--- src/rtl/core/lp2x_pkg.sv ---
// Types, tables and trig helpers of the lidar point decoder.
package lp2x_pkg;

   localparam int FOOTER_BYTES = 6;
   localparam int FULL_TURN    = 36000;
   localparam int QUARTER_TURN = 9000;
   localparam int BEAM_CNT_W   = 6;
   localparam int BLK_CNT_W    = 5;

   // Parser position within a block
   typedef enum logic [2:0] {
      PH_TAG_LO,
      PH_TAG_HI,
      PH_AZ_LO,
      PH_AZ_HI,
      PH_RNG_LO,
      PH_RNG_HI,
      PH_ECHO
   } phase_type;

   // One parsed record, handed from the parser to the math pipeline
   typedef struct packed {
      logic [15:0] range_raw;
      logic [7:0]  echo_strength;
      logic [4:0]  beam_number;
      logic [3:0]  block_number;
      logic [15:0] block_tag;
      logic [15:0] heading;
      logic        last_point;
   } rec_type;

   typedef struct packed {
      logic    valid;
      rec_type rec;
   } rec_xfer_type;

   // round(32768*sin(deg)) for whole degrees, 90 degrees held at 32767
   localparam logic [15:0] QUARTER_SINE [0:90] = '{
      16'd0, 16'd572, 16'd1144, 16'd1715, 16'd2286, 16'd2856, 16'd3425, 16'd3993,
      16'd4560, 16'd5126, 16'd5690, 16'd6252, 16'd6813, 16'd7371, 16'd7927,
      16'd8481, 16'd9032, 16'd9580, 16'd10126, 16'd10668, 16'd11207, 16'd11743,
      16'd12275, 16'd12803, 16'd13328, 16'd13848, 16'd14365, 16'd14876, 16'd15384,
      16'd15886, 16'd16384, 16'd16877, 16'd17364, 16'd17847, 16'd18324, 16'd18795,
      16'd19261, 16'd19720, 16'd20174, 16'd20622, 16'd21063, 16'd21498, 16'd21926,
      16'd22348, 16'd22763, 16'd23170, 16'd23571, 16'd23965, 16'd24351, 16'd24730,
      16'd25102, 16'd25466, 16'd25822, 16'd26170, 16'd26510, 16'd26842, 16'd27166,
      16'd27482, 16'd27789, 16'd28088, 16'd28378, 16'd28660, 16'd28932, 16'd29197,
      16'd29452, 16'd29698, 16'd29935, 16'd30163, 16'd30382, 16'd30592, 16'd30792,
      16'd30983, 16'd31164, 16'd31336, 16'd31499, 16'd31651, 16'd31795, 16'd31928,
      16'd32052, 16'd32166, 16'd32270, 16'd32365, 16'd32449, 16'd32524, 16'd32588,
      16'd32643, 16'd32688, 16'd32723, 16'd32748, 16'd32763, 16'd32767
   };

   // Beam elevations in hundredths of a degree
   localparam int ELEV_CDEG [0:31] = '{
      -3067, -933, -2933, -800, -2800, -666, -2666, -533,
      -2533, -400, -2400, -267, -2267, -133, -2133, 0,
      -2000, 133, -1867, 267, -1733, 400, -1600, 533,
      -1467, 667, -1333, 800, -1200, 933, -1067, 1067
   };

   // Sine or cosine of a beam elevation: {negative, Q1.15 magnitude}.
   // Depends on the beam index only, so it folds into a small table.
   function automatic logic [16:0] elev_trig(input logic [4:0] idx, input logic want_cos);
      int ecd;
      int code;
      int q;
      int r;
      int d;
      int f;
      int mag;
      ecd  = ELEV_CDEG[idx];
      code = (ecd < 0) ? FULL_TURN + ecd : ecd;
      if (want_cos) code = code + QUARTER_TURN;
      code = code % FULL_TURN;
      q    = code / QUARTER_TURN;
      r    = code % QUARTER_TURN;
      if (q % 2 == 1) r = QUARTER_TURN - r;
      d = r / 100;
      f = r % 100;
      if (d >= 90) mag = int'(QUARTER_SINE[90]);
      else mag = int'(QUARTER_SINE[d]) +
                 ((int'(QUARTER_SINE[d + 1]) - int'(QUARTER_SINE[d])) * f + 50) / 100;
      return {(q >= 2), 16'(mag)};
   endfunction

endpackage

--- src/rtl/core/lp2x_queue.sv ---
// Four-entry record queue between parser and math pipeline.
module lp2x_queue (
   input  logic                   clock,
   input  logic                   reset,
   input  lp2x_pkg::rec_xfer_type push,
   input  logic                   pop,
   output logic                   room,
   output lp2x_pkg::rec_xfer_type head
);
   import lp2x_pkg::*;

   rec_type    mem_ff [4];
   logic [1:0] wr_ff, wr_in;
   logic [1:0] rd_ff, rd_in;
   logic [2:0] cnt_ff, cnt_in;
   logic       do_pop;

   assign room       = (cnt_ff != 3'd4);
   assign do_pop     = pop & (cnt_ff != 3'd0);
   assign head.valid = (cnt_ff != 3'd0);
   assign head.rec   = mem_ff[rd_ff];

   // Pointer and count update
   always_comb begin
      wr_in  = push.valid ? wr_ff + 2'd1 : wr_ff;
      rd_in  = do_pop ? rd_ff + 2'd1 : rd_ff;
      cnt_in = cnt_ff + {2'b0, push.valid} - {2'b0, do_pop};
   end

   always_ff @(posedge clock) begin
      if (reset) begin
         wr_ff  <= '0;
         rd_ff  <= '0;
         cnt_ff <= '0;
      end else begin
         wr_ff  <= wr_in;
         rd_ff  <= rd_in;
         cnt_ff <= cnt_in;
      end
   end

   // Storage
   always_ff @(posedge clock) begin
      if (push.valid) begin
         mem_ff[wr_ff] <= push.rec;
      end
   end

endmodule

--- config.mk ---
export PLATFORM = sky130hd
export DESIGN_NAME = lp2x_queue
export DESIGN_NICKNAME = d
export VERILOG_FILES = /design/src/rtl/core/lp2x_pkg.sv /design/src/rtl/core/lp2x_queue.sv
export SDC_FILE = /design/constraint.sdc
export NUM_CORES = 1
export LEC_CHECK = 0
export BUFFER_PORTS_ARGS = -buffer_cell sky130_fd_sc_hd__buf_2
export CAP_MARGIN = 20
export CORE_ASPECT_RATIO = 0.5
export CORE_MARGIN = 3
export CORE_UTILIZATION = 57
export CTS_CLUSTER_DIAMETER = 100
export DETAILED_ROUTE_END_ITERATION = 7
export PLACE_DENSITY_LB_ADDON = 0.2
export SLEW_MARGIN = 20
export SYNTH_ARGS = -nofsm -noshare
export SYNTH_HDL_FRONTEND = slang
export SYNTH_SLANG_ARGS = --single-unit
--- constraint.sdc ---
create_clock -name clock -period 2.8 [get_ports clock]
set_input_delay 0.56 -clock clock [delete_from_list [all_inputs] [get_ports clock]]
set_output_delay 0.56 -clock clock [all_outputs]
set_load 0.02 [all_outputs]
==> results of run 1 <==
[cell families (layout without fill, tap and decap cells)]
kind of cell / Yosys count / count (layout) / synth area share
AO/OA/AOI/OAI: 2 / 2 / 0.00175
buffers and inverters: 20 / 191 / 0.0127
adder cells (fa/ha/maj): 7 / 7 / 0.00952
XOR/XNOR: 2 / 2 / 0.00313
AND/OR/NAND/NOR: 16 / 16 / 0.00802
flip-flops: 273 / 273 / 0.812
multiplexers: 70 / 70 / 0.153
[power breakdown]
part / switching [mW] / total (mW) / internal, mW
registers: 0.137 / 4.85 / 4.71
logic: 1.05 / 1.97 / 0.910
clock network: 1.30 / 2.80 / 1.50
total: 2.49 / 9.62 / 7.12
[registers in the layout, summed over array words and instances (netlist names), named ones only]
register / count
mem_ff: 264
cnt_ff: 3
wr_ff: 2
rd_ff: 2
[Yosys cell counts (2+ instances only)]
master	instances
and2_1	4
buf_2	5
buf_4	2
buf_6	5
clkbuf_1	3
dfxtp_1	9
edfxtp_1	264
ha_1	6
inv_1	5
mux2_2	3
mux4_2	66
nor2_1	7
nor2b_1	3
[per-stage QoR]
step                      hold WS, ns  worst slack [ns]  utilization
final                           0.274             0.125        0.698
after global routing            0.251           0.00284        0.698
after global placement          0.549             0.613        0.660
after detailed placement        0.551             0.608        0.660
after CTS                       0.259            0.0789        0.698
after floorplan                 0.514             0.258            -
[cell type report]
class,count,share of cell area
clock buffer,29,0.0511
sequential,273,0.694
timing repair buffer,150,0.0755
tap,227,0.0243
inverter,5,0.00160
multi-input combinational,97,0.151
clock inverter,7,0.00299
[layer usage]
layer	GRT usage	vias to the layer above	wire, um
li1	-	1982	-
met1	0.265	2335	7670
met2	0.295	120	8460
met3	0.0470	24	1010
met4	0.0267	4	199
met5	0	-	23
[final timing paths]
| kind | from | endpoint | slack, ns |
|---|---|---|---|
| setup / recovery | flop | head[1] | 0.13 |
| setup reg to reg | cnt_ff[1] | cnt_ff[2] | 0.81 |
| hold / removal | push[64] | mem_ff[2][64] | 0.27 |
| hold reg to reg | wr_ff[1] | wr_ff[1] | 0.56 |
[worst max-delay path: cells and delay by family (launching register included)]
family                 cells  cell delay, ns
multiplexers               1            0.56
flip-flops                 1            0.56
buffers and inverters      2            0.46
==> impl_metrics.py, run 1 <==
metrics = {
    "worst_setup_path": {
        "cp_slowest_stage_delay_ns": 0.56,
        "timing.critical_path.fanout_max": 26,
        "cp_cell_sequence": "buf_12 > mux4_2 > buf_2",
        "reg2regPathDepth": 8,
        "startpoint_type": "flop",
        "worstPathRequired_ns": 2.24,
        "critical_path.slowest_cell": "dfxtp_4",
        "kind_of_critical_path": "reg2out",
        "end_kind": "output port",
        "arrival_ns": 2.11,
    },
    "cts": {
        "clk-insertion-delay-late_ns": 0.50,
        "clk_path_buf_depth": 3,
        "postCtsResizedCells": 0,
        "tritoncts": "yes",
        "numCtsBuffers": 23,
        "htree_levels": 1,
        "cts_post_setup_buffers_inserted": 0,
        "cts_hold_repair.buffers": 0,
        "cts.reportedPaths.clkPinSlew_ns": 0.07,
        "cts.sink_count": 273,
        "clock_tree.root_cell": "clkbuf_16",
    },
    "synthesis": {
        "synthesis.nets": 467,
        "yosysTopAreaCell": "edfxtp_1",
        "synth-warning-count": 0,
        "synth_sequential_area_ratio": 0.812,
        "number_of_flops_mapped_to_enable_cells_by_yosys": 264,
        "post-synth-top-area-fraction": 0.794,
        "synth_async_sr_flop_share": 0,
        "netlist_top_cells_area": "edfxtp_1 (79%), mux4_2 (15%), dfxtp_1 (1.8%)",
        "synthesis.area_um2": 9990,
        "ys_types": 21,
        "netlist_instances": 390,
        "postSynthRegisterBits": 273,
        "yosys_most_used_dff": "edfxtp_1",
        "synth_area_per_cell_um2": 25.6,
    },
    "finish": {
        "finish.instance_area_um2": 11700,
        "nNetsFinal": 627,
        "layout.cells.most_common": "edfxtp_1",
        "post_route_cells_drive_above_1_share": 0.451,
        "diodes": 0,
        "multi_input_area_um2": 1760,
        "stdcell_count": 788,
        "final-seq-area_um2": 8120,
        "area.growth.synth_to_final_pct": 17.1,
        "mostFrequentLayoutCells": "edfxtp_1 (264), buf_2 (137), mux4_2 (66)",
        "fillers": 1067,
    },
    "grt": {
        "grt_remaining_overflow": 0,
        "grt_use_total": 0.182,
        "vias_in_the_first_global_route": 4720,
        "grt_antenna_before_repair": 2,
        "grt_first_pass_wirelength_um": 27100,
        "largest_net_degree_at_the_start_of_global_routing": 44,
    },
    "die": {
        "initial_utilization": 0.596,
        "die_height_um": 99.6,
        "rows": 33,
        "ioPinCount": 138,
        "design.core.area_um2": 16800,
        "die_w_um": 193,
        "die-area_um2": 19200,
    },
    "placement": {
        "numPlacedInstances": 752,
        "finalWeightedCongestion": 0.703,
        "dp.final_hpwl_um": 10700,
        "buffer_ports.inserted": 137,
        "dpl_cell_area_um2": 11100,
    },
    "timing": {
        "timing.final.crit_period_ns": 2.67,
        "final_min_period_over_clock_period": 0.955,
        "timing.slew.headroom": 0.682,
        "tightest_slew_ns": 0.471,
        "timing.fmax_mhz": 374,
        "hold_viol_final": 0,
        "final_max_slew_viol_count": 0,
        "fin_tns_setup_ns": 0,
        "setup_viol": 0,
        "fin_skew_ns": 0.0126,
        "unrepaired_setup_endpoints_after_global_routing": "no",
    },
    "detailed_routing": {
        "route.final.wire_length_um": 17400,
        "ant_nets": 0,
        "drt_iter0_drc": 279,
        "detail_route.vias_per_cell": 5.67,
        "count_of_vias_placed_by_the_detailed_router": 4465,
        "route.detailed.drc": 0,
        "post_drt_wl_per_cell_um": 22.0,
        "first_pass_iteration_count_of_the_detailed_router": 4,
    },
    "pwr": {
        "total_leakage_power_nw": 3.94,
        "worst_ir_drop_vdd_v": 0.000453,
        "total_power_mw": 9.62,
        "pwr_density_cell_nw_per_um2": 822,
    },
    "run_status": {
        "run_status": "finished clean",
    },
    "min_path": {
        "timing.hold.worst.class": "in2reg",
        "hold-path-cell-count": 1,
    },
    "run": {
        "cap_violations": 0,
    },
}
Power figures use the tool's default switching activity.
==> inputs of run 2 (changes only) <==
--- a/config.mk
+++ b/config.mk
@@ -5,11 +5,12 @@
 export SDC_FILE = /design/constraint.sdc
 export NUM_CORES = 1
 export LEC_CHECK = 0
+export ABC_AREA = 1
 export BUFFER_PORTS_ARGS = -buffer_cell sky130_fd_sc_hd__buf_2
 export CAP_MARGIN = 20
 export CORE_ASPECT_RATIO = 0.5
 export CORE_MARGIN = 3
-export CORE_UTILIZATION = 57
+export CORE_UTILIZATION = 58
 export CTS_CLUSTER_DIAMETER = 100
 export DETAILED_ROUTE_END_ITERATION = 7
 export PLACE_DENSITY_LB_ADDON = 0.2
==> run 2 against run 1 <==
  * Register-to-register slack improved by 0.15 ns
  * Clock power is 15% higher
  * Critical path depth rose by 2
  * Design area grew 7.3%
  * Wire length increased by 22%
  * Clock skew up 0.00059 ns
  * Utilization grew 0.62 points
  * Synthesized area increased by 8.6%
  * Die area grew 6.4%
  * Power up 12%
  * Synthesized cell count up 79%
  * Non-clock buffer count is 4 higher
  * Largest cell class unchanged
  * Highest routed layer unchanged
==> impl_metrics.py, run 2 <==
metrics = {
    "finish": {
        "nNetsFinal": 914,
        "diodes": 0,
        "post_route_cells_drive_above_1_share": 0.336,
        "layout.cells.most_common": "edfxtp_1",
        "finish.instance_area_um2": 12500,
        "largest_register_ffs": 264,
        "largest-register": "mem_ff",
        "mostFrequentLayoutCells": "edfxtp_1 (264), buf_2 (137), o21ai_0 (121)",
        "top_regs": "mem_ff x264, cnt_ff x3",
        "area.growth.synth_to_final_pct": 15.7,
    },
    "min_path": {
        "timing.hold.worst.class": "in2reg",
        "worstHoldStart": "reset",
    },
    "detailed_routing": {
        "detail_route.vias_per_cell": 5.61,
        "first_pass_iteration_count_of_the_detailed_router": 4,
        "route.detailed.drc": 0,
        "post_drt_wl_per_cell_um": 19.5,
        "drt_iter0_drc": 473,
        "count_of_vias_placed_by_the_detailed_router": 6093,
        "route.final.wire_length_um": 21200,
        "ant_nets": 0,
    },
    "placement": {
        "dpl_cell_area_um2": 11800,
        "buffer_ports.inserted": 137,
        "dp.final_hpwl_um": 12100,
        "finalWeightedCongestion": 0.741,
        "pre_cts_slack_ns": 0.710,
    },
    "timing": {
        "tightest_slew_ns": 0.582,
        "fin_tns_setup_ns": 0,
        "timing.fmax_mhz": 376,
        "fin_skew_ns": 0.0132,
        "final_max_slew_viol_count": 0,
        "layout_setup_ws_ns": 0.141,
        "unrepaired_setup_endpoints_after_global_routing": "no",
        "timing.slew.headroom": 0.612,
        "setup_viol": 0,
        "hold_viol_final": 0,
        "timing.final.crit_period_ns": 2.66,
        "final_min_period_over_clock_period": 0.950,
    },
    "worst_setup_path": {
        "startpoint_type": "flop",
        "timing.critical_path.fanout_max": 53,
        "cp_cell_sequence": "inv_6 > buf_4 > o21ai_0 > o22ai_2 > buf_2",
        "arrival_ns": 2.10,
        "critical_path.slowest_cell": "dfxtp_4",
        "kind_of_critical_path": "reg2out",
        "cp_slowest_stage_delay_ns": 0.37,
        "r2r_start": "cnt_ff[1]",
        "critPathBufInv": 3,
        "end_kind": "output port",
        "worstPathRequired_ns": 2.24,
        "timing.critical_path.max_delay_family": "buffers and inverters",
    },
    "cts": {
        "clk-insertion-delay-late_ns": 0.52,
        "tritoncts": "yes",
        "cts_post_setup_buffers_inserted": 0,
        "clock_tree.root_cell": "clkbuf_16",
        "cts.sink_count": 273,
        "cts_hold_repair.buffers": 0,
        "htree_levels": 1,
        "cts.reportedPaths.clkPinSlew_ns": 0.07,
        "numCtsBuffers": 24,
        "clk_path_buf_depth": 3,
    },
    "synthesis": {
        "yosysTopAreaCell": "edfxtp_1",
        "post-synth-top-area-fraction": 0.731,
        "synth_async_sr_flop_share": 0,
        "multiplexer_area_fraction_after_synthesis": 0,
        "post_synth_xor_area_fraction": 0,
        "postSynthRegisterBits": 273,
        "post_synthesis_adder_cell_area_fraction": 0.00877,
        "synth_sequential_area_ratio": 0.748,
        "yosys_most_used_dff": "edfxtp_1",
        "synth-warning-count": 0,
        "synth-simple-area-share": 0.0819,
        "ys_types": 24,
        "synthesis.area_um2": 10800,
        "netlist_instances": 699,
        "synth_top_family_by_area": "compound AO/OA/AOI/OAI gates",
        "most_common_cell_in_the_netlist": "edfxtp_1",
        "compound_cell_area_share_of_the_yosys_netlist": 0.128,
        "synth.top_cells.by_count": "edfxtp_1 (264), o21ai_0 (121), nor2_1 (94)",
        "netlist_top_cells_area": "edfxtp_1 (73%), o21ai_0 (5.6%), o22ai_2 (4.6%)",
        "synthesis.nets": 776,
        "number_of_flops_mapped_to_enable_cells_by_yosys": 264,
        "synth_area_per_cell_um2": 15.5,
    },
    "grt": {
        "vias_in_the_first_global_route": 6222,
        "grt_first_pass_wirelength_um": 33000,
        "largest_net_degree_at_the_start_of_global_routing": 133,
        "grt_remaining_overflow": 0,
        "grt_antenna_before_repair": 3,
        "grt_use_total": 0.209,
    },
    "die": {
        "rows": 34,
        "die_w_um": 199,
        "die-area_um2": 20500,
        "ioPinCount": 138,
        "die_height_um": 103,
        "design.core.area_um2": 17800,
        "initial_utilization": 0.608,
    },
    "run_status": {
        "run_status": "finished clean",
    },
    "pwr": {
        "total_leakage_power_nw": 4.36,
        "total_power_mw": 10.7,
        "pwr_density_cell_nw_per_um2": 856,
        "worst_ir_drop_vdd_v": 0.000625,
    },
    "run": {
        "cap_violations": 0,
    },
}
[run 2: final cells by class]
class,count,area (um^2)
flip-flops and latches,273,8110
fillers,1202,5280
multi-input cells,367,2370
repair buffers,154,921
clock buffers,36,737
well taps,234,293
inverters,17,68.8
clock inverters,6,45.0
[run 2: metal layers]
| layer | track usage | part of all wire | vias up |
|---|---|---|---|
| met5 | 0 | 0.0017 | - |
| met4 | 0.0477 | 0.019 | 6 |
| met3 | 0.0451 | 0.051 | 42 |
| met2 | 0.361 | 0.49 | 147 |
| met1 | 0.280 | 0.44 | 2998 |
| li1 | - | - | 2900 |
[run 2: through the flow]
step           utilization  cells  hold WS, ns
6_report             0.704   1087        0.220
5_1_grt              0.704   1087        0.224
4_1_cts              0.704   1087        0.209
3_5_place_dp         0.660   1045        0.488
3_3_place_gp         0.660   1045        0.480
2_1_floorplan            -    699        0.448
[run 2: path summary, 6_finish.rpt]
path	to	slack, ns	cells past startpoint
max	head[9]	0.14	5
min reg2reg	rd_ff[0]	0.51	2
max reg2reg	cnt_ff[2]	0.96	9
min	cnt_ff[0]	0.22	2
[run 2: kinds of logic after synthesis]
kind of cell | after synthesis
and+or+nand+nor | 153
buffers and inverters | 59
adders and majority gates | 7
AOI/OAI and AO/OA | 207
DFF | 273
[run 2: what timing repair did]
| action | in CTS | in global routing |
|---|---|---|
| endpoints found under the hold margin | 0 | 0 |
| resized for setup | 0 | 1 |
| setup endpoints to repair | 0 | 1 |
[run 2: power breakdown]
group | internal (mW) | switching [mW]
Sequential | 4.69 | 0.0663
Combinational | 0.882 | 1.87
Clock | 1.82 | 1.40
==> inputs of run 3 (changes only) <==
--- a/config.mk
+++ b/config.mk
@@ -8,7 +8,7 @@
 export ABC_AREA = 1
 export BUFFER_PORTS_ARGS = -buffer_cell sky130_fd_sc_hd__buf_2
 export CAP_MARGIN = 20
-export CORE_ASPECT_RATIO = 0.5
+export CORE_ASPECT_RATIO = 0.9
 export CORE_MARGIN = 3
 export CORE_UTILIZATION = 58
 export CTS_CLUSTER_DIAMETER = 100
==> run 3 against run 2 <==
  * Register-to-register slack got worse by 0.14 ns
  * Via count grew 2.8%
  * Critical path depth stayed put
  * Design area about the same
  * Count of clock-buffer cells in the layout stayed put
  * Final cell count is 1.2% higher
  * Clock power increased by 2%
  * Combinational power is essentially flat
==> impl_metrics.py, run 3 (synthesized netlist as in run 2, its figures left out) <==
metrics = {
    "run_status": {
        "run_status": "finished clean",
    },
    "worst_setup_path": {
        "startpoint_type": "flop",
        "r2r_start": "cnt_ff[1]",
        "critical_path.slowest_cell": "dfxtp_2",
        "arrival_ns": 2.06,
        "reg2regPathDepth": 9,
        "kind_of_critical_path": "reg2out",
        "cp_cell_sequence": "inv_2 > buf_4 > o21ai_0 > o22ai_2 > buf_2",
        "end_kind": "output port",
        "critPathBufInv": 3,
        "timing.critical_path.max_delay_family": "buffers and inverters",
        "worstPathRequired_ns": 2.24,
        "r2r_end": "cnt_ff[2]",
        "timing.critical_path.fanout_max": 18,
        "timing.reg2reg.setup_slack_ns": 0.82,
        "cp_slowest_stage_delay_ns": 0.42,
    },
    "detailed_routing": {
        "ant_nets": 0,
        "detail_route.vias_per_cell": 5.70,
        "route.final.wire_length_um": 21500,
        "count_of_vias_placed_by_the_detailed_router": 6265,
        "route.detailed.drc": 0,
        "post_drt_wl_per_cell_um": 19.5,
        "drt_iter0_drc": 462,
        "first_pass_iteration_count_of_the_detailed_router": 4,
    },
    "die": {
        "initial_utilization": 0.604,
        "die-area_um2": 20400,
        "die_w_um": 150,
        "rows": 46,
        "ioPinCount": 138,
        "die_height_um": 136,
        "design.core.area_um2": 18000,
    },
    "pwr": {
        "total_leakage_power_nw": 4.37,
        "pwr_density_cell_nw_per_um2": 862,
        "total_power_mw": 10.8,
        "worst_ir_drop_vdd_v": 0.000655,
    },
    "timing": {
        "final_min_period_over_clock_period": 0.937,
        "hold_viol_final": 0,
        "unrepaired_setup_endpoints_after_global_routing": "no",
        "setup_viol": 0,
        "tightest_slew_ns": 0.618,
        "timing.slew.headroom": 0.587,
        "timing.final.crit_period_ns": 2.62,
        "final_max_slew_viol_count": 0,
        "fin_tns_setup_ns": 0,
        "timing.fmax_mhz": 381,
        "fin_skew_ns": 0.00988,
    },
    "finish": {
        "layout.cells.most_common": "edfxtp_1",
        "largest-register": "mem_ff",
        "finish.instance_area_um2": 12600,
        "post_route_cells_drive_above_1_share": 0.332,
        "final-seq-area_um2": 8110,
        "multi_input_area_um2": 2370,
        "mostFrequentLayoutCells": "edfxtp_1 (264), buf_2 (137), o21ai_0 (121)",
        "area.growth.synth_to_final_pct": 15.8,
        "largest_register_ffs": 264,
        "top_regs": "mem_ff x264, cnt_ff x3",
        "fillers": 1211,
        "nNetsFinal": 918,
        "stdcell_count": 1100,
    },
    "min_path": {
        "worstHoldStart": "reset",
        "timing.hold.worst.class": "in2reg",
        "hold-path-cell-count": 2,
        "worst_hold_path.endpoint": "cnt_ff[0]",
    },
    "grt": {
        "grt_remaining_overflow": 0,
        "grt_first_pass_wirelength_um": 33500,
        "vias_in_the_first_global_route": 6259,
        "grt_antenna_before_repair": 6,
        "largest_net_degree_at_the_start_of_global_routing": 133,
        "grt_use_total": 0.212,
    },
    "placement": {
        "finalWeightedCongestion": 0.747,
        "dpl_cell_area_um2": 11800,
        "buffer_ports.inserted": 137,
        "dp.final_hpwl_um": 12700,
        "numPlacedInstances": 1052,
    },
    "cts": {
        "postCtsResizedCells": 0,
        "clk_path_buf_depth": 3,
        "numCtsBuffers": 27,
        "tritoncts": "yes",
        "cts.sink_count": 273,
        "cts.reportedPaths.clkPinSlew_ns": 0.06,
        "clock_tree.root_cell": "clkbuf_16",
        "htree_levels": 1,
        "cts_post_setup_buffers_inserted": 0,
        "cts_hold_repair.buffers": 0,
        "clk-insertion-delay-late_ns": 0.52,
    },
    "run": {
        "cap_violations": 0,
    },
}
run 3: changes by cell type in the layout (fill, tap and decap cells not counted), sizes merged:
cell and change:
diode +1, inv -1, clkinvlp -1, clkinv +5
buf +1, bufinv +2
run 3: per-layer routing:
metal / wire, um / up-vias / GRT usage / part of all wire
met5: 60 / - / 0 / 0.0028
met4: 424 / 10 / 0.0503 / 0.020
met3: 1530 / 44 / 0.0539 / 0.071
met2: 10700 / 183 / 0.356 / 0.50
met1: 8760 / 3124 / 0.281 / 0.41
li1: - / 2904 / - / -
run 3: worst max-delay path by stage:
stage | depth (start not counted) | start | endpoint | slack [ns]
2_1_floorplan | 2 | push[66] | mem_ff[2][0] | 0.50
3_3_place_gp | 4 | flop | head[0] | 0.72
3_5_place_dp | 9 | pop | cnt_ff[2] | 0.64
4_1_cts | 5 | flop | head[14] | 0.13
5_1_grt | 5 | flop | head[14] | 0.04
6_report | 5 | flop | head[14] | 0.18
run 3: report_power, final:
group          internal, mW  switching [mW]  leakage, nW  total [mW]
Clock                  1.95            1.35        0.395        3.30
Sequential             4.69          0.0773         2.50        4.77
Combinational         0.874            1.88         1.48        2.76
run 3: cell type report:
cell class | count | area share
Tap cell | 240 | 0.0239
Clock buffer | 36 | 0.0565
Timing Repair Buffer | 155 | 0.0713
Inverter | 17 | 0.00548
Antenna cell | 1 | 0.000199
Sequential cell | 273 | 0.646
Clock inverter | 11 | 0.00787
Multi-Input combinational cell | 367 | 0.189
run 3: metrics by stage:
stage	hold slack [ns]	util	setup slack [ns]
2_1_floorplan	0.448	-	0.503
3_3_place_gp	0.473	0.654	0.721
3_5_place_dp	0.475	0.654	0.642
4_1_cts	0.231	0.699	0.135
5_1_grt	0.244	0.699	0.0390
6_report	0.251	0.699	0.176
