File: config.mk
export PLATFORM = sky130hd
export DESIGN_NAME = lp2x_front
export DESIGN_NICKNAME = d
export VERILOG_FILES = /design/src/rtl/core/lp2x_pkg.sv /design/src/rtl/core/lp2x_front.sv
export SDC_FILE = /design/constraint.sdc
export NUM_CORES = 1
export LEC_CHECK = 0
export BUFFER_PORTS_ARGS = -buffer_cell sky130_fd_sc_hd__buf_2
export CAP_MARGIN = 30
export CORE_ASPECT_RATIO = 1.75
export CORE_UTILIZATION = 35
export CTS_CLUSTER_DIAMETER = 100
export DETAILED_ROUTE_END_ITERATION = 12
export GPL_TIMING_DRIVEN = 0
export PLACE_DENSITY = 0.57
export SLEW_MARGIN = 10
export SYNTH_ARGS = -nofsm -noshare
export SYNTH_HDL_FRONTEND = slang
export SYNTH_SLANG_ARGS = --single-unit
File: constraint.sdc
create_clock -name clock -period 3.04 [get_ports clock]
set_input_delay 0 -clock clock [delete_from_list [all_inputs] [get_ports clock]]
set_output_delay 0 -clock clock [all_outputs]
set_load 0.01 [all_outputs]
File: src/rtl/core/lp2x_pkg.sv
// Types, tables and trig helpers of the lidar point decoder.
package lp2x_pkg;

   localparam int FOOTER_BYTES = 6;
   localparam int FULL_TURN    = 36000;
   localparam int QUARTER_TURN = 9000;
   localparam int BEAM_CNT_W   = 6;
   localparam int BLK_CNT_W    = 5;

   // Parser position within a block
   typedef enum logic [2:0] {
      PH_TAG_LO,
      PH_TAG_HI,
      PH_AZ_LO,
      PH_AZ_HI,
      PH_RNG_LO,
      PH_RNG_HI,
      PH_ECHO
   } phase_type;

   // One parsed record, handed from the parser to the math pipeline
   typedef struct packed {
      logic [15:0] range_raw;
      logic [7:0]  echo_strength;
      logic [4:0]  beam_number;
      logic [3:0]  block_number;
      logic [15:0] block_tag;
      logic [15:0] heading;
      logic        last_point;
   } rec_type;

   typedef struct packed {
      logic    valid;
      rec_type rec;
   } rec_xfer_type;

   // round(32768*sin(deg)) for whole degrees, 90 degrees held at 32767
   localparam logic [15:0] QUARTER_SINE [0:90] = '{
      16'd0, 16'd572, 16'd1144, 16'd1715, 16'd2286, 16'd2856, 16'd3425, 16'd3993,
      16'd4560, 16'd5126, 16'd5690, 16'd6252, 16'd6813, 16'd7371, 16'd7927,
      16'd8481, 16'd9032, 16'd9580, 16'd10126, 16'd10668, 16'd11207, 16'd11743,
      16'd12275, 16'd12803, 16'd13328, 16'd13848, 16'd14365, 16'd14876, 16'd15384,
      16'd15886, 16'd16384, 16'd16877, 16'd17364, 16'd17847, 16'd18324, 16'd18795,
      16'd19261, 16'd19720, 16'd20174, 16'd20622, 16'd21063, 16'd21498, 16'd21926,
      16'd22348, 16'd22763, 16'd23170, 16'd23571, 16'd23965, 16'd24351, 16'd24730,
      16'd25102, 16'd25466, 16'd25822, 16'd26170, 16'd26510, 16'd26842, 16'd27166,
      16'd27482, 16'd27789, 16'd28088, 16'd28378, 16'd28660, 16'd28932, 16'd29197,
      16'd29452, 16'd29698, 16'd29935, 16'd30163, 16'd30382, 16'd30592, 16'd30792,
      16'd30983, 16'd31164, 16'd31336, 16'd31499, 16'd31651, 16'd31795, 16'd31928,
      16'd32052, 16'd32166, 16'd32270, 16'd32365, 16'd32449, 16'd32524, 16'd32588,
      16'd32643, 16'd32688, 16'd32723, 16'd32748, 16'd32763, 16'd32767
   };

   // Beam elevations in hundredths of a degree
   localparam int ELEV_CDEG [0:31] = '{
      -3067, -933, -2933, -800, -2800, -666, -2666, -533,
      -2533, -400, -2400, -267, -2267, -133, -2133, 0,
      -2000, 133, -1867, 267, -1733, 400, -1600, 533,
      -1467, 667, -1333, 800, -1200, 933, -1067, 1067
   };

   // Sine or cosine of a beam elevation: {negative, Q1.15 magnitude}.
   // Depends on the beam index only, so it folds into a small table.
   function automatic logic [16:0] elev_trig(input logic [4:0] idx, input logic want_cos);
      int ecd;
      int code;
      int q;
      int r;
      int d;
      int f;
      int mag;
      ecd  = ELEV_CDEG[idx];
      code = (ecd < 0) ? FULL_TURN + ecd : ecd;
      if (want_cos) code = code + QUARTER_TURN;
      code = code % FULL_TURN;
      q    = code / QUARTER_TURN;
      r    = code % QUARTER_TURN;
      if (q % 2 == 1) r = QUARTER_TURN - r;
      d = r / 100;
      f = r % 100;
      if (d >= 90) mag = int'(QUARTER_SINE[90]);
      else mag = int'(QUARTER_SINE[d]) +
                 ((int'(QUARTER_SINE[d + 1]) - int'(QUARTER_SINE[d])) * f + 50) / 100;
      return {(q >= 2), 16'(mag)};
   endfunction

endpackage

File: src/rtl/core/lp2x_front.sv
// Byte parser: walks the frame and emits one record per intensity byte.
module lp2x_front #(
   parameter int BEAMS_PER_BLOCK  = 32,
   parameter int BLOCKS_PER_FRAME = 12,
   parameter int HEADER_BYTES     = 42
) (
   input  logic                   clock,
   input  logic                   reset,
   input  logic                   in_valid,
   output logic                   in_ready,
   input  logic [7:0]             data_byte,
   input  logic                   frame_start,
   input  logic [15:0]            frame_length,
   input  logic                   room,
   output lp2x_pkg::rec_xfer_type push
);
   import lp2x_pkg::*;

   localparam int HW = $clog2(HEADER_BYTES + 2);
   localparam logic [15:0] FRAME_LEN =
      16'(HEADER_BYTES + BLOCKS_PER_FRAME * (4 + 3 * BEAMS_PER_BLOCK) + FOOTER_BYTES);

   phase_type             ph_ff, ph_in, ph_c;
   logic [HW-1:0]         pos_ff, pos_in, pos_c;
   logic                  good_ff, good_in, good_c;
   logic [BLK_CNT_W-1:0]  blk_ff, blk_in, blk_c;
   logic [BEAM_CNT_W-1:0] beam_ff, beam_in, beam_c;
   logic [15:0]           tag_ff, tag_in;
   logic [15:0]           az_ff, az_in;
   logic [15:0]           rng_ff, rng_in;
   logic                  accept;
   logic                  beam_end;

   assign in_ready = room;
   assign accept   = in_valid & room;

   // Phase register
   always_ff @(posedge clock) begin
      if (reset) begin
         ph_ff <= PH_TAG_LO;
      end else begin
         ph_ff <= ph_in;
      end
   end

   // Counters and held fields
   always_ff @(posedge clock) begin
      if (reset) begin
         pos_ff  <= '0;
         good_ff <= 1'b0;
         blk_ff  <= '0;
         beam_ff <= '0;
      end else begin
         pos_ff  <= pos_in;
         good_ff <= good_in;
         blk_ff  <= blk_in;
         beam_ff <= beam_in;
      end
      tag_ff <= tag_in;
      az_ff  <= az_in;
      rng_ff <= rng_in;
   end

   // Parse step for the accepted byte
   always_comb begin
      pos_c  = pos_ff;
      good_c = good_ff;
      blk_c  = blk_ff;
      beam_c = beam_ff;
      ph_c   = ph_ff;
      if (frame_start) begin
         pos_c  = '0;
         good_c = (frame_length == FRAME_LEN);
         blk_c  = '0;
         beam_c = '0;
         ph_c   = PH_TAG_LO;
      end
      pos_in  = pos_ff;
      good_in = good_ff;
      blk_in  = blk_ff;
      beam_in = beam_ff;
      ph_in   = ph_ff;
      tag_in  = tag_ff;
      az_in   = az_ff;
      rng_in  = rng_ff;
      beam_end = (beam_c == BEAM_CNT_W'(BEAMS_PER_BLOCK - 1));
      push.valid = 1'b0;
      push.rec.range_raw     = rng_ff;
      push.rec.echo_strength = data_byte;
      push.rec.beam_number   = beam_c[4:0];
      push.rec.block_number  = blk_c[3:0];
      push.rec.block_tag     = tag_ff;
      push.rec.heading       = (az_ff >= 16'(FULL_TURN)) ? az_ff - 16'(FULL_TURN) : az_ff;
      push.rec.last_point    = beam_end & (blk_c == BLK_CNT_W'(BLOCKS_PER_FRAME - 1));
      if (accept) begin
         pos_in  = pos_c;
         good_in = good_c;
         blk_in  = blk_c;
         beam_in = beam_c;
         ph_in   = ph_c;
         if (good_c && pos_c < HW'(HEADER_BYTES)) begin
            pos_in = pos_c + 1'b1;
         end else if (good_c && blk_c < BLK_CNT_W'(BLOCKS_PER_FRAME)) begin
            unique case (ph_c)
               PH_TAG_LO: begin
                  tag_in = {tag_ff[15:8], data_byte};
                  ph_in  = PH_TAG_HI;
               end
               PH_TAG_HI: begin
                  tag_in = {data_byte, tag_ff[7:0]};
                  ph_in  = PH_AZ_LO;
               end
               PH_AZ_LO: begin
                  az_in = {az_ff[15:8], data_byte};
                  ph_in = PH_AZ_HI;
               end
               PH_AZ_HI: begin
                  az_in = {data_byte, az_ff[7:0]};
                  ph_in = PH_RNG_LO;
               end
               PH_RNG_LO: begin
                  rng_in = {rng_ff[15:8], data_byte};
                  ph_in  = PH_RNG_HI;
               end
               PH_RNG_HI: begin
                  rng_in = {data_byte, rng_ff[7:0]};
                  ph_in  = PH_ECHO;
               end
               PH_ECHO: begin
                  push.valid = 1'b1;
                  if (beam_end) begin
                     beam_in = '0;
                     ph_in   = PH_TAG_LO;
                     blk_in  = blk_c + 1'b1;
                  end else begin
                     beam_in = beam_c + 1'b1;
                     ph_in   = PH_RNG_LO;
                  end
               end
               default: ph_in = PH_TAG_LO;
            endcase
         end
      end
   end

endmodule

==> impl_metrics.csv, run 1 <==
group,metric,value,unit
run_status,status,"finished, final reports clean",
sta,max-slew-margin-rel,0.361,
routing,routed_via_density,5.00,
synth,yosysTopAreaCell,"edfxtp_1",
synth,synth_flop_cell,"edfxtp_1",
routing,wl_met2,4820,um
routing,via_count,2792,
placed_design,dp_hpwl,6520,um
layout,final_cells,558,
die,ios,97,
synth,netlist_area,3450,um2
die,die_w,77.1,um
power,p_leak,1.73,nW
routing,ant_nets,0,
sta,setup_viol_count_final,0,
clock_tree,cts.clk_slew.worst_paths,0.05,ns
grt,grt-ovfl-total,0,
synth,synth_edf_count,48,
synth,ys_top_cells_by_area,"edfxtp_1 (42%), dfxtp_1 (12%), nor2b_1 (6.7%)",
clock_tree,insertion_delay,0.33,ns
synth,yosys_warnings,0,
layout,drive_above_1_share,0.328,
worst_setup_path,critPathMaxFanout,10,
routing,drtIter0Drc,110,
synth,ys_seq_elements,69,
synth,syn_area_per_cell,10.8,um2
layout,final_cell_mix,"buf_2 (104), edfxtp_1 (48), nor2b_1 (37)",
grt,antenna_found_initial,0,
power,internal_power,0.00167,W
worst_setup_path,cp-start-kind,"flop",
layout,final_common_cell,"buf_2",
placed_design,gp_congestion,0.834,
synth,syn_inst,321,
synth,async_flop_share,0,
job,cap_violations,0,
synth,yosysSeqAreaShare,0.539,
sta,fin_crit,2.42,ns
sta,maxSlewViolCount,0,
sta,period_share,0.795,
sta,finClkSkew,0.00440,ns
sta,max_freq,414,MHz
layout,area_delta_synth_final,27.6,%
routing,drt_wl_total,8560,um
layout,utilization,0.462,
clock_tree,cts_resized,0,
sta,tightestPinTransition,0.951,ns
power,switchingPower,0.000437,W
power,power,0.00211,W
sta,setup_tns,0,ns
layout,nets,463,
routing,dr_wl_met3,357,um
sta,hold_violations,0,
layout,n_antenna_cell,0,
routing,routedWlPerCell,15.3,um
routing,wl_met1,3200,um
clock_tree,cts_made_buffers,9,
die,row_count,47,
power,ir_drop,0.366,mV
routing,drt_first_pass_iters,4,
worst_setup_path,r2r_setup_slack,0.62,ns
worst_setup_path,crit_type,"flop to flop",
hold_path,min_path_type,"primary input to flop",
clock_tree,cts_tree,"built",
clock_tree,cts.htree.levels,3,
clock_tree,cts.sinks,69,
clock_tree,cts-root-buf,"clkbuf_16",
sta,rsz0062_at_grt,"false",
synth,yosysUniqueCellTypes,54,
power,pwr-share-clk,0.483,
die,die_area,10300,um2
synth,syn_nets,353,
grt,grt_pass1_vias,2704,
clock_tree,post_cts_buffers,0,
clock_tree,clock_path_buffers,2,
grt,grtUsageTotal,0.174,
die,coreArea,9530,um2
grt,grt_max_degree,13,
die,die_h,133,um
placed_design,placed_cells,541,
routing,route.detailed.drc,0,
synth,synth_top_area_share,0.418,
routing,routed.top_layer,"met4",
power,comb_power_share,0.043,
die,initial_utilization,0.362,
placed_design,port_buffers,96,
power,power_density,479,nW/um2
power,pwr-share-seq,0.474,
power,switching_share,0.207,
worst_setup_path,endpoint_kind,"flop",
worst_setup_path,arrival,2.36,ns
clock_tree,hold_buffers,0,
grt,grt_pass1_wl,13500,um
worst_setup_path,required,2.99,ns
[state kept, by name, summed over array words and instances, names as in the netlist]
name and flops:
az_ff 16, beam_ff 6, blk_ff 5, good_ff 1, ph_ff 3, pos_ff 6
rng_ff 16, tag_ff 16
[power groups by stage]
stage	clock, W	combinational (W)	sequential [W]
final	0.00102	0.0000916	0.000999
after global placement	0	0.0000914	0.00102
after detailed placement	0	0.0000930	0.00102
after CTS	0.00104	0.0000935	0.000999
after floorplan	0	0.0000446	0.00102
after global routing	0.00108	0.0000999	0.000999
[cells in the mapped netlist (2+ instances only)]
master / count
nor2_1: 16
nand4_1: 5
a21oi_1: 20
a211oi_1: 3
and2_1: 28
ha_1: 3
nand2b_1: 5
edfxtp_1: 48
nor2b_1: 37
o211ai_1: 4
nor3_1: 7
nand3_1: 6
inv_1: 6
nand2_1: 19
buf_4: 15
xnor2_1: 3
buf_2: 5
o21a_1: 2
o21bai_1: 2
nor4b_1: 2
and3_1: 3
nand4b_1: 2
o21ai_1: 3
o21ai_0: 8
clkbuf_1: 8
a311oi_1: 2
o41ai_1: 2
and4_1: 2
xor2_1: 5
a41oi_1: 2
a31oi_1: 3
dfxtp_1: 21
nor4_1: 3
[cell type report]
cell class	instances	area, um2
fill	959	5120
sequential	69	1860
multi-input combinational	217	1400
timing repair buffer	99	495
clock buffer	10	229
buffer	29	179
tap	122	153
clock inverter	6	63.8
inverter	6	22.5
[critical path, stage by stage (launching register included)]
cell and delay [ns]:
dfxtp_1 0.40, o21a_1 0.17, o211a_1 0.14, buf_4 0.16, nand3_1 0.19, buf_2 0.25
nor4_2 0.73
[through the flow]
| step | setup WS [ns] | instance area (um2) | hold slack, ns |
|---|---|---|---|
| detailed placement | 0.525 | 4110 | 0.296 |
| floorplan | 0.758 | 3450 | 0.0918 |
| CTS | 0.507 | 4400 | 0.0494 |
| global route | 0.499 | 4410 | 0.0502 |
| global placement | 0.229 | 4090 | 0.295 |
| finish | 0.625 | 4410 | 0.0411 |
[metal layers]
layer | vias up | global-route usage
met5 | - | 0
met4 | 0 | 0.0702
met1 | 1322 | 0.171
met3 | 12 | 0.0349
met2 | 93 | 0.344
li1 | 1365 | -
[final timing paths]
path	cells after the start	start	endpoint
worst min-delay path	4	reset	beam_ff[5]$_SDFFE_PP0P_
worst max-delay path	6	pos_ff[1]$_SDFFE_PP0P_	tag_ff[12]$_DFFE_PP_
worst min register to register	2	pos_ff[5]$_SDFFE_PP0P_	pos_ff[5]$_SDFFE_PP0P_
worst max register to register	6	pos_ff[1]$_SDFFE_PP0P_	tag_ff[12]$_DFFE_PP_
[cell families (layout without fill, tap and decap cells)]
| family | after synthesis | count (layout) | share of synthesized area |
|---|---|---|---|
| AND/OR/NAND/NOR | 146 | 146 | 0.253 |
| flip-flops | 69 | 69 | 0.539 |
| AO/OA/AOI/OAI | 59 | 59 | 0.115 |
| buffers and inverters | 35 | 150 | 0.0584 |
| XOR/XNOR | 8 | 8 | 0.0203 |
| adder cells (fa/ha/maj) | 3 | 3 | 0.0109 |
| multiplexers | 1 | 1 | 0.00290 |
(Power assumes the default switching activity.)
==> inputs of run 2 (changes only) <==
==> constraint.sdc (replaced) <==
create_clock -name clock -period 2.5 [get_ports clock]
set_input_delay 0 -clock clock [delete_from_list [all_inputs] [get_ports clock]]
set_output_delay 0 -clock clock [all_outputs]
set_load 0.01 [all_outputs]
==> run 2 against run 1 <==
Compared with the run above: critical path depth stayed put; sequential share of layout area stayed put; register-to-register slack worse by 0.51 ns; largest cell class unchanged.
==> impl_metrics.csv, run 2 (synthesized netlist as in run 1, its figures left out) <==
group,metric,value,unit
run_status,status,"finished, final reports clean",
sta,hold_violations,0,
placed_design,gp_congestion,0.834,
clock_tree,cts_tree,"built",
sta,finClkSkew,0.00587,ns
power,switchingPower,0.000531,W
worst_setup_path,ff2ff_path_depth,6,
routing,drt_first_pass_iters,6,
sta,period_share,0.954,
power,p_leak,1.72,nW
clock_tree,cts.sinks,69,
worst_setup_path,cp-start-kind,"flop",
routing,drt_wl_total,8550,um
power,internal_power,0.00203,W
clock_tree,post_cts_buffers,0,
grt,grt-ovfl-total,0,
job,cap_violations,0,
layout,final_cell_mix,"buf_2 (103), edfxtp_1 (48), nor2b_1 (37)",
routing,routed_via_density,4.97,
worst_setup_path,required,2.45,ns
die,ios,97,
hold_path,min_path_type,"primary input to flop",
routing,routedWlPerCell,15.4,um
clock_tree,cts.clk_slew.worst_paths,0.05,ns
layout,final_common_cell,"buf_2",
die,die_h,133,um
sta,maxSlewViolCount,0,
die,die_area,10300,um2
die,row_count,47,
sta,setup_viol_count_final,0,
power,comb_power_share,0.043,
hold_path,hp-start,"reset",
layout,n_antenna_cell,0,
sta,max-slew-margin-rel,0.378,
sta,setup_tns,0,ns
routing,drtIter0Drc,109,
power,pwr-share-seq,0.474,
sta,fin_crit,2.39,ns
die,die_w,77.1,um
placed_design,dp_hpwl,6520,um
clock_tree,insertion_delay,0.33,ns
clock_tree,cts.htree.levels,3,
power,switching_share,0.207,
layout,fillCellCount,957,
sta,tightestPinTransition,0.925,ns
grt,grt_max_degree,13,
worst_setup_path,r2r_end,"tag_ff[9]$_DFFE_PP_",
routing,ant_nets,0,
sta,hold-worst-slack,0.0487,ns
clock_tree,cts_made_buffers,9,
worst_setup_path,arrival,2.33,ns
layout,area_delta_synth_final,27.6,%
power,pwr-share-clk,0.483,
grt,grtUsageTotal,0.174,
layout,largestRegisters,"az_ff x16, rng_ff x16, tag_ff x16",
placed_design,port_buffers,96,
power,ir_drop,0.445,mV
worst_setup_path,crit_type,"flop to flop",
layout,seqCellArea,1860,um2
die,coreArea,9530,um2
worst_setup_path,critPathMaxFanout,10,
routing,route.detailed.drc,0,
layout,multi_input_area,1410,um2
grt,antenna_found_initial,0,
clock_tree,cts-root-buf,"clkbuf_16",
sta,rsz0062_at_grt,"true",
worst_setup_path,worstReg2RegStart,"pos_ff[1]$_SDFFE_PP0P_",
worst_setup_path,endpoint_kind,"flop",
sta,max_freq,419,MHz
routing,via_count,2769,
layout,drive_above_1_share,0.329,
clock_tree,clock_path_buffers,2,
power,power_density,582,nW/um2
worst_setup_path,r2r_setup_slack,0.11,ns
die,initial_utilization,0.362,
grt,grt_pass1_wl,13500,um
layout,nets,462,
hold_path,holdPathStages,4,
hold_path,worst_hold_path.endpoint,"beam_ff[5]$_SDFFE_PP0P_",
grt,grt_pass1_vias,2704,
-- run 2: cell count changes in the layout (fill, tap and decap cells not counted) --
cell	change
nor3_2	+1
nor3_1	-1
buf_2	-1
-- run 2: critical path, stage by stage, from the launching register on --
cell and delay [ns]:
dfxtp_1 0.39, o21a_1 0.17, o211a_1 0.14, buf_4 0.16
nand3_1 0.19, buf_2 0.26, nor4_2 0.71
-- run 2: worst max-delay path by stage --
stage	startpoint	endpoint	slack [ns]	cells after the start
floorplan	pos_ff[1]$_SDFFE_PP0P_	tag_ff[10]$_DFFE_PP_	0.22	6
global placement	pos_ff[1]$_SDFFE_PP0P_	tag_ff[11]$_DFFE_PP_	-0.31	6
detailed placement	pos_ff[1]$_SDFFE_PP0P_	az_ff[14]$_DFFE_PP_	-0.02	6
CTS	pos_ff[1]$_SDFFE_PP0P_	tag_ff[8]$_DFFE_PP_	0.07	6
global route	pos_ff[1]$_SDFFE_PP0P_	tag_ff[11]$_DFFE_PP_	-0.04	6
finish	pos_ff[1]$_SDFFE_PP0P_	tag_ff[9]$_DFFE_PP_	0.11	6
-- run 2: repair_timing --
| item | CTS | global route |
|---|---|---|
| hold buffers | 0 | 0 |
| gates cloned | 0 | 0 |
| setup endpoints to repair | 8 | 16 |
| endpoints found under the hold margin | 0 | 0 |
| gates resized for setup | 1 | 0 |
-- run 2: power by group through the flow --
stage,Sequential [W],Combinational (W),Clock [W]
CTS,0.00121,0.000114,0.00126
global route,0.00121,0.000121,0.00131
floorplan,0.00124,0.0000543,0
detailed placement,0.00124,0.000113,0
finish,0.00121,0.000111,0.00124
global placement,0.00124,0.000111,0
-- run 2: area by class of cell --
type / instances / share of cell area
Multi-Input combinational cell: 217 / 0.319
Buffer: 29 / 0.0406
Timing Repair Buffer: 98 / 0.111
Inverter: 6 / 0.00511
Clock inverter: 6 / 0.0145
Tap cell: 122 / 0.0346
Clock buffer: 10 / 0.0520
Sequential cell: 69 / 0.423
-- run 2: layer usage --
| layer | vias up | wire length, um | share of wire | track usage |
|---|---|---|---|---|
| met5 | - | 0 | 0 | 0 |
| met4 | 0 | 162 | 0.019 | 0.0702 |
| met3 | 10 | 295 | 0.034 | 0.0349 |
| met2 | 79 | 4810 | 0.56 | 0.344 |
| met1 | 1321 | 3290 | 0.38 | 0.171 |
| li1 | 1359 | - | - | - |
-- run 2: metrics by stage --
step,worst slack (ns),instances,util,cell area [um2],power (W)
global placement,-0.311,539,0.429,4090,0.00135
CTS,0.0717,557,0.462,4410,0.00259
finish,0.115,557,0.462,4410,0.00256
floorplan,0.218,321,-,3450,0.00129
global route,-0.0445,557,0.462,4410,0.00265
detailed placement,-0.0152,541,0.431,4110,0.00135
==> inputs of run 3 (changes only) <==
--- a/config.mk
+++ b/config.mk
@@ -7,7 +7,6 @@
 export LEC_CHECK = 0
 export BUFFER_PORTS_ARGS = -buffer_cell sky130_fd_sc_hd__buf_2
 export CAP_MARGIN = 30
-export CORE_ASPECT_RATIO = 1.75
 export CORE_UTILIZATION = 35
 export CTS_CLUSTER_DIAMETER = 100
 export DETAILED_ROUTE_END_ITERATION = 12
==> run 3 against run 2 <==
Compared with the run above: clock power decreased by 19%; sequential cell count unchanged; wire length decreased by 7.2%; core utilization grew 0.055 points; power fell by 9.2%; sequential power about the same.
==> impl_metrics.csv, run 3 (synthesized netlist as in run 1, its figures left out) <==
group,metric,value,unit
clock_tree,cts.htree.levels,3,
layout,area_delta_synth_final,26.3,%
routing,route.detailed.drc,0,
routing,routed_via_density,4.84,
die,die_w,101,um
grt,grt_max_degree,14,
grt,grtUsageTotal,0.162,
clock_tree,cts_tree,"built",
worst_setup_path,arrival,2.28,ns
job,cap_violations,0,
die,die_area,10300,um2
clock_tree,clock_path_buffers,2,
sta,fin_crit,2.23,ns
sta,max_freq,449,MHz
grt,grt.met1_usage,0.204,
clock_tree,cts_resized,0,
clock_tree,cts-root-buf,"clkbuf_8",
clock_tree,insertion_delay,0.34,ns
sta,maxSlewViolCount,0,
placed_design,dp_hpwl,5890,um
placed_design,place_area,4120,um2
grt,grt-ovfl-total,0,
sta,hold-worst-slack,0.0293,ns
layout,final_cell_mix,"buf_2 (104), edfxtp_1 (48), nor2b_1 (37)",
clock_tree,post_cts_buffers,0,
layout,final_common_cell,"buf_2",
routing,ant_nets,0,
sta,max-slew-margin-rel,0.523,
routing,drt_wl_total,7940,um
power,power_density,534,nW/um2
layout,nets,464,
layout,final_cell_area,4360,um2
sta,rsz0062_at_grt,"false",
sta,worst_slack,0.272,ns
grt,grt_pass1_vias,2472,
sta,period_share,0.891,
layout,largestRegisters,"az_ff x16, rng_ff x16, tag_ff x16",
grt,groute.layer.met3.usage,0.0455,
worst_setup_path,endpoint_kind,"flop",
worst_setup_path,slowest_stage,"nor4_2",
die,initial_utilization,0.367,
layout,drive_above_1_share,0.330,
hold_path,min_path_type,"primary input to flop",
worst_setup_path,path_cells,"o21a_1 > o211a_1 > buf_4 > nand3_1 > buf_2 > nor4_2 > buf_4",
routing,via_count,2738,
die,row_count,35,
power,power,0.00233,W
grt,antenna_found_initial,0,
grt,use_met2,0.281,
grt,grt_pass1_wl,12700,um
routing,drtIter0Drc,75,
worst_setup_path,crit_type,"flop to flop",
die,coreArea,9420,um2
clock_tree,cts_made_buffers,9,
worst_setup_path,cpMostUsedCell,"buf_4",
clock_tree,hold_buffers,0,
worst_setup_path,cpPeakStageDelay,0.42,ns
power,p_leak,1.70,nW
sta,hold_violations,0,
grt,grt.busiest_layer,"met2",
sta,setup_viol_count_final,0,
routing,routedWlPerCell,14.0,um
worst_setup_path,required,2.56,ns
clock_tree,cts.clk_slew.worst_paths,0.08,ns
layout,n_antenna_cell,0,
placed_design,pre_cts_slack,0.0909,ns
routing,drt_first_pass_iters,4,
worst_setup_path,cp-start-kind,"flop",
die,die_h,101,um
clock_tree,cts.sinks,69,
die,ios,97,
placed_design,port_buffers,96,
run_status,status,"finished, final reports clean",
power,ir_drop,0.240,mV
worst_setup_path,critPathMaxFanout,10,
placed_design,gp_congestion,0.765,
sta,finClkSkew,0.00841,ns
layout,utilization,0.463,
sta,tightestPinTransition,0.709,ns
## run 3: changes by cell type in the layout (fill, tap and decap cells not counted), sizes merged
cell,delta
clkbuf,-1
buf,+2
inv,+1
bufinv,+1
clkinvlp,-1
## run 3: worst max-delay path, delay by kind of cell (launching register included)
kind | cells | cell delay, ns
AOI/OAI and AO/OA | 2 | 0.31
buffers and inverters | 3 | 0.65
DFF | 1 | 0.40
and+or+nand+nor | 2 | 0.58
## run 3: path summary, 6_finish.rpt
check                               from                endpoint  slack [ns]  depth (start not counted)
hold reg to reg   pos_ff[5]$_SDFFE_PP0P_  pos_ff[5]$_SDFFE_PP0P_        0.45                          2
setup / recovery  pos_ff[1]$_SDFFE_PP0P_    tag_ff[10]$_DFFE_PP_        0.27                          7
hold / removal                     reset  pos_ff[5]$_SDFFE_PP0P_        0.03                          4
setup reg to reg  pos_ff[1]$_SDFFE_PP0P_    tag_ff[10]$_DFFE_PP_        0.27                          7
## run 3: layout make-up
| class | instances | area (um2) |
|---|---|---|
| Clock inverter | 7 | 97.6 |
| Clock buffer | 9 | 124 |
| Sequential cell | 69 | 1860 |
| Timing Repair Buffer | 100 | 503 |
| Inverter | 6 | 22.5 |
| Tap cell | 129 | 161 |
| Buffer | 29 | 179 |
| Multi-Input combinational cell | 217 | 1410 |
| Fill cell | 903 | 5060 |
## run 3: layer usage
layer	routed length [um]	part of all wire	up-vias
li1	-	-	1371
met1	3630	0.46	1277
met2	3880	0.49	85
met3	386	0.049	5
met4	48	0.0060	0
met5	0	0	-
## run 3: where the power goes
group          internal [W]  switching [W]  total (W)
sequential          0.00121    0.000000720    0.00121
combinational     0.0000493      0.0000602   0.000110
clock              0.000565       0.000441    0.00101
total               0.00183       0.000502    0.00233
## run 3: stage by stage
stage	TNS (ns)	instances
final	0	566
after global routing	0	566
after CTS	0	565
after detailed placement	0	549
after global placement	-4.55	546
after floorplan	0	321
